**src/hdl/pdga_pkg.sv**
```systemverilog
// shared types and constants of the poisson-disk acceptance grid
// used by every module of the block; depends on nothing else
package pdga_pkg;

  // fixed field widths
  localparam int COORD_W    = 16;
  localparam int SQ_W       = 2 * COORD_W;
  localparam int CELLS_W    = 7;
  localparam int OUT_IDX_W  = 12;
  localparam int LIN_W      = 2 * CELLS_W;
  localparam int CFG_IDX_W  = 3;
  localparam int CFG_DATA_W = 16;
  localparam int STEP_W     = 4;

  // neighbourhood scan: nine cells, the own cell in the middle
  localparam int NUM_STEPS    = 9;
  localparam int CENTER_STEP  = 4;
  localparam int DRAIN_CYCLES = 3;

  // configuration register indexes
  localparam logic [CFG_IDX_W-1:0] REG_RADIUS       = 3'd0;
  localparam logic [CFG_IDX_W-1:0] REG_AREA_WIDTH   = 3'd1;
  localparam logic [CFG_IDX_W-1:0] REG_AREA_HEIGHT  = 3'd2;
  localparam logic [CFG_IDX_W-1:0] REG_CELLS_ACROSS = 3'd3;
  localparam logic [CFG_IDX_W-1:0] REG_CELLS_DOWN   = 3'd4;

  // configuration reset values
  localparam logic [COORD_W-1:0] RADIUS_RST      = 16'd256;
  localparam logic [COORD_W-1:0] AREA_WIDTH_RST  = 16'd16384;
  localparam logic [COORD_W-1:0] AREA_HEIGHT_RST = 16'd16384;
  localparam logic [CELLS_W-1:0] CELLS_RST       = 7'd64;

  typedef enum logic [1:0] {
    CMD_TEST   = 2'd0,
    CMD_SEED   = 2'd1,
    CMD_CLEAR  = 2'd2,
    CMD_UNUSED = 2'd3
  } cmd_code_t;

  typedef enum logic [2:0] {
    ST_STORED   = 3'd0,
    ST_OCCUPIED = 3'd1,
    ST_CLOSE    = 3'd2,
    ST_OUTSIDE  = 3'd3,
    ST_CLEARED  = 3'd4
  } status_t;

  typedef struct packed {
    logic [1:0]         command;
    logic [COORD_W-1:0] cand_x;
    logic [COORD_W-1:0] cand_y;
  } in_item_t;

  typedef struct packed {
    logic                 accepted;
    logic [2:0]           status;
    logic [OUT_IDX_W-1:0] cell_index;
  } out_item_t;

  // controller to datapath
  typedef struct packed {
    logic              load_item;
    logic              div_start;
    logic              locate;
    logic              scan_issue;
    logic [STEP_W-1:0] scan_k;
    logic              store;
    logic              clear_en;
    logic              load_out;
    status_t           out_status;
  } dp_cmd_t;

  // datapath to controller
  typedef struct packed {
    logic div_done;
    logic outside;
    logic center_occ;
    logic too_close;
    logic clear_last;
    logic out_free;
  } dp_sts_t;

endpackage

```
**src/hdl/pdga_ctrl.sv**
```systemverilog
// controller state machine: sequences divide, locate, scan, store, clear, report
// depends on pdga_pkg
module pdga_ctrl (
  input  logic              clk,
  input  logic              rst,
  input  logic              in_valid,
  output logic              in_ready,
  input  logic [1:0]        in_command,
  output pdga_pkg::dp_cmd_t cmd,
  input  pdga_pkg::dp_sts_t sts
);

  typedef enum logic [7:0] {
    S_CLEAR  = 8'b00000001,
    S_IDLE   = 8'b00000010,
    S_DIVIDE = 8'b00000100,
    S_LOCATE = 8'b00001000,
    S_SCAN   = 8'b00010000,
    S_DRAIN  = 8'b00100000,
    S_STORE  = 8'b01000000,
    S_REPORT = 8'b10000000
  } state_t;

  state_t                        state;
  state_t                        state_next;
  pdga_pkg::cmd_code_t           item_cmd;
  pdga_pkg::cmd_code_t           item_cmd_next;
  pdga_pkg::cmd_code_t           in_cmd;
  pdga_pkg::status_t             res_status;
  pdga_pkg::status_t             res_status_next;
  logic [pdga_pkg::STEP_W-1:0]   step_k;
  logic [pdga_pkg::STEP_W-1:0]   step_k_next;
  logic [1:0]                    drain_cnt;
  logic [1:0]                    drain_cnt_next;
  logic                          clear_report;
  logic                          clear_report_next;

  assign in_cmd = pdga_pkg::cmd_code_t'(in_command);

  // next state and datapath commands
  always_comb begin
    state_next        = state;
    item_cmd_next     = item_cmd;
    res_status_next   = res_status;
    step_k_next       = step_k;
    drain_cnt_next    = drain_cnt;
    clear_report_next = clear_report;
    in_ready          = 1'b0;
    cmd               = '0;
    cmd.scan_k        = step_k;
    cmd.out_status    = res_status;

    unique case (state)
      S_CLEAR: begin
        cmd.clear_en = 1'b1;
        if (sts.clear_last) begin
          clear_report_next = 1'b0;
          if (clear_report) begin
            res_status_next = pdga_pkg::ST_CLEARED;
            state_next      = S_REPORT;
          end else begin
            state_next = S_IDLE;
          end
        end
      end
      S_IDLE: begin
        in_ready = 1'b1;
        if (in_valid) begin
          cmd.load_item = 1'b1;
          item_cmd_next = in_cmd;
          unique case (in_cmd)
            pdga_pkg::CMD_TEST, pdga_pkg::CMD_SEED: begin
              cmd.div_start = 1'b1;
              state_next    = S_DIVIDE;
            end
            pdga_pkg::CMD_CLEAR: begin
              clear_report_next = 1'b1;
              state_next        = S_CLEAR;
            end
            pdga_pkg::CMD_UNUSED: begin
              res_status_next = pdga_pkg::ST_OUTSIDE;
              state_next      = S_REPORT;
            end
          endcase
        end
      end
      S_DIVIDE: begin
        if (sts.div_done) begin
          state_next = S_LOCATE;
        end
      end
      S_LOCATE: begin
        cmd.locate = 1'b1;
        priority if (sts.outside) begin
          res_status_next = pdga_pkg::ST_OUTSIDE;
          state_next      = S_REPORT;
        end else if (item_cmd == pdga_pkg::CMD_SEED) begin
          state_next = S_STORE;
        end else begin
          step_k_next = '0;
          state_next  = S_SCAN;
        end
      end
      S_SCAN: begin
        cmd.scan_issue = 1'b1;
        if (step_k == (pdga_pkg::STEP_W)'(pdga_pkg::NUM_STEPS - 1)) begin
          drain_cnt_next = '0;
          state_next     = S_DRAIN;
        end else begin
          step_k_next = step_k + 1'b1;
        end
      end
      S_DRAIN: begin
        // wait for the last read to pass the distance stages
        if (drain_cnt == 2'(pdga_pkg::DRAIN_CYCLES - 1)) begin
          priority if (sts.center_occ) begin
            res_status_next = pdga_pkg::ST_OCCUPIED;
            state_next      = S_REPORT;
          end else if (sts.too_close) begin
            res_status_next = pdga_pkg::ST_CLOSE;
            state_next      = S_REPORT;
          end else begin
            state_next = S_STORE;
          end
        end else begin
          drain_cnt_next = drain_cnt + 1'b1;
        end
      end
      S_STORE: begin
        cmd.store       = 1'b1;
        res_status_next = pdga_pkg::ST_STORED;
        state_next      = S_REPORT;
      end
      S_REPORT: begin
        if (sts.out_free) begin
          cmd.load_out = 1'b1;
          state_next   = S_IDLE;
        end
      end
      default: begin
        state_next = S_CLEAR;
      end
    endcase
  end

  // state registers
  always_ff @(posedge clk) begin
    if (rst) begin
      state        <= S_CLEAR;
      clear_report <= 1'b0;
      step_k       <= '0;
      drain_cnt    <= '0;
      item_cmd     <= pdga_pkg::CMD_TEST;
      res_status   <= pdga_pkg::ST_OUTSIDE;
    end else begin
      state        <= state_next;
      clear_report <= clear_report_next;
      step_k       <= step_k_next;
      drain_cnt    <= drain_cnt_next;
      item_cmd     <= item_cmd_next;
      res_status   <= res_status_next;
    end
  end

endmodule

```
**config.mk**
```make
export PLATFORM = sky130hd
export DESIGN_NAME = pdga_ctrl
export DESIGN_NICKNAME = d
export VERILOG_FILES = /design/src/hdl/pdga_pkg.sv /design/src/hdl/pdga_ctrl.sv
export SDC_FILE = /design/constraint.sdc
export NUM_CORES = 1
export LEC_CHECK = 0
export BUFFER_PORTS_ARGS = -buffer_cell sky130_fd_sc_hd__buf_2
export CORE_MARGIN = 2
export CORE_UTILIZATION = 54
export DETAILED_ROUTE_END_ITERATION = 8
export PLACE_DENSITY = 0.79
export SLEW_MARGIN = 20
export SYNTH_ARGS = -nofsm -noshare
export SYNTH_HDL_FRONTEND = slang
export SYNTH_SLANG_ARGS = --single-unit
```
**constraint.sdc**
```tcl
create_clock -name clk -period 5.6 [get_ports clk]
set_input_delay 0.56 -clock clk [delete_from_list [all_inputs] [get_ports clk]]
set_output_delay 0.56 -clock clk [all_outputs]
set_load 0.01 [all_outputs]
```
==> results.py <==
metrics = {
    "run": {
        "drv_cap": 0,
    },
    "route": {
        "vias": 1147,
        "wl_per_cell_um": 13.78,
        "first_iter_violations": 27,
        "drc": 0,
        "ant_nets": 0,
        "dr.pass1.iters": 4,
        "postRouteWirelength_mm": 2.701,
        "viasPerCell": 5.852,
    },
    "clocking": {
        "ctsLongestPathBuffers": 2,
        "clock_sinks": 20,
        "h-tree-depth": 1,
        "cts_tree": "yes",
        "cts_setup_buffers": 0,
        "holdBufCountCts": 0,
        "cts_buffers": 3,
        "clock_latency_ns": 0.30,
        "cts-root-buf": "clkbuf_4",
        "clk_pin_slew_ns": 0.12,
        "cts_resized": 0,
    },
    "final_layout": {
        "utilization": 0.6269,
        "final_cell_mix": "buf_2 (25), nor2_1 (21), dfxtp_1 (20)",
        "nNetsFinal": 183,
        "antennaDiodeCount": 0,
        "drive_above_1_share": 0.2262,
        "syn2layout_area_growth_pct": 11.72,
        "layout_commonest_cell": "buf_2",
    },
    "logic_synthesis": {
        "netlist.area_leader.share": 0.3289,
        "ys.warnings.count": 0,
        "async_flop_share": 0,
        "synth-edff-count": 0,
        "ys_types": 48,
        "syn_area_um2": 1217,
        "ys.flop_type": "dfxtp_1",
        "synth_nets": 162,
        "synth.avg_cell_area_um2": 8.226,
        "synth_seq_cells": 20,
        "synthCells": 148,
        "netlist.top_cell.by_area": "dfxtp_1",
        "synthTopCellsByArea": "dfxtp_1 (33%), nor2_1 (6.5%), a21oi_1 (3.7%)",
        "ys_seq_area_frac": 0.3289,
    },
    "sta": {
        "grt_setup_unrepaired": "no",
        "setup-violations-final": 0,
        "fin_crit_sh": 0.4742,
        "clock_skew_ns": 0.007556,
        "period_minus_slack_ns": 2.656,
        "hold_violations": 0,
        "max_freq_mhz": 376.6,
        "slew_viol_final": 0,
        "max_slew.worst_pin.slew_ns": 0.5340,
        "maxSlewHeadroom": 0.6411,
        "setup_tns_ns": 0,
        "final.setup.worst_slack_ns": 2.944,
    },
    "placed_design": {
        "port_buffers": 25,
        "hpwl_mm": 2.078,
        "place_congestion": 0.8697,
        "post-place-ws_ns": 3.326,
    },
    "worst_setup_path": {
        "ff2ff_setup_slack_ns": 3.43,
        "r2r_start": "state[1]",
        "worstPathMaxFanout": 10,
        "r2r-end": "res_status[0]",
        "cp-end-kind": "output port",
        "path_class": "flip-flop to output port",
        "start_kind": "flip-flop",
        "cp_data_arrival_time_ns": 2.10,
        "r2r_cells": 5,
        "critPathRequiredTime_ns": 5.04,
    },
    "die": {
        "die-area_um2": 2650,
        "initial_core_util": 0.5611,
        "rows": 17,
        "io_pins": 26,
        "core_area_um2": 2170,
        "die_x_um": 51.48,
        "fp.dieH_um": 51.48,
    },
    "grt": {
        "grt_usage": 0.2230,
        "grt_pass1_wl_mm": 4.471,
        "grt_pass1_vias": 1053,
        "grt_max_degree": 21,
        "antenna_found_initial": 0,
        "overflow": 0,
    },
    "min_path": {
        "hold_path.class": "flip-flop to flip-flop",
        "hold_end": "item_cmd[1]",
        "min_path_cells": 2,
        "hold_start": "item_cmd[1]",
    },
    "power_and_ir_drop": {
        "leakage_nw": 0.5691,
        "vdd_drop_max_v": 0.0002172,
        "powerDensity_nw_per_um2": 338.4,
        "total_power_w": 0.0004603,
    },
    "outcome": {
        "run_status": "completed",
    },
}
metrics by stage:
step	std cells	hold slack (ns)	area, um^2
2_1_floorplan	148	0.4363	1217
3_3_place_gp	192	0.4541	1324
3_5_place_dp	192	0.4552	1324
4_1_cts	196	0.4726	1360
5_1_grt	196	0.5130	1360
6_report	196	0.4682	1360
power breakdown:
group,switching [W],internal [W]
combinational,0.000106,0.0000892
sequential,0.0000213,0.000159
clock,0.0000449,0.0000397
layout make-up:
type | instances | area, um^2
fillers | 210 | 809.5
multi-input cells | 111 | 733.2
flip-flops and latches | 20 | 400.4
repair buffers | 25 | 125.1
clock buffers | 4 | 36.28
well taps | 28 | 35.03
inverters | 8 | 30.03
worst max path at each step:
stage	to	slack, ns	from	cells after the start
after CTS	cmd[12]	2.97	state[5]	5
after global routing	cmd[12]	2.83	state[5]	5
after floorplan	cmd[12]	3.30	state[6]	6
after detailed placement	cmd[12]	3.33	state[5]	5
final	cmd[12]	2.94	state[5]	5
after global placement	cmd[12]	3.43	state[5]	5
per-layer routing:
layer	GRT usage	wire, um	vias up
li1	-	-	566
met2	0.3611	1288	32
met3	0.04094	134	6
met4	0.09211	46	0
met5	0	0	-
met1	0.2899	1231	543
cell usage after synthesis, drive strengths merged (4+ instances only):
| cell | number |
|---|---|
| nor3 | 7 |
| nand2 | 8 |
| nor2 | 21 |
| buf | 6 |
| dfxtp | 20 |
| a21oi | 9 |
| o21ai | 5 |
| inv | 8 |
| nor3b | 6 |
| xnor2 | 4 |
| nand3 | 6 |
registers in the layout, summed over array words and instances (netlist names):
register      cells
drain_cnt         2
state             8
res_status        3
step_k            4
item_cmd          2
clear_report      1
critical path, cell delays in order, from the launching register on:
cell	delay [ns]
dfxtp_1	0.37
or4_4	0.62
nor3b_2	0.36
nand2_1	0.19
nor2_1	0.12
buf_2	0.14
kinds of logic after synthesis:
| family | count (synthesis) | share of synthesized area |
|---|---|---|
| xor gates and xnor gates | 5 | 0.03597 |
| adders and majority gates | 3 | 0.03084 |
| DFF | 20 | 0.3289 |
| AOI/OAI and AO/OA | 29 | 0.1614 |
| buffers and inverters | 17 | 0.06886 |
| muxes | 3 | 0.02467 |
| and+or+nand+nor | 71 | 0.3495 |
No activity file was read; power rests on OpenSTA's default activity.
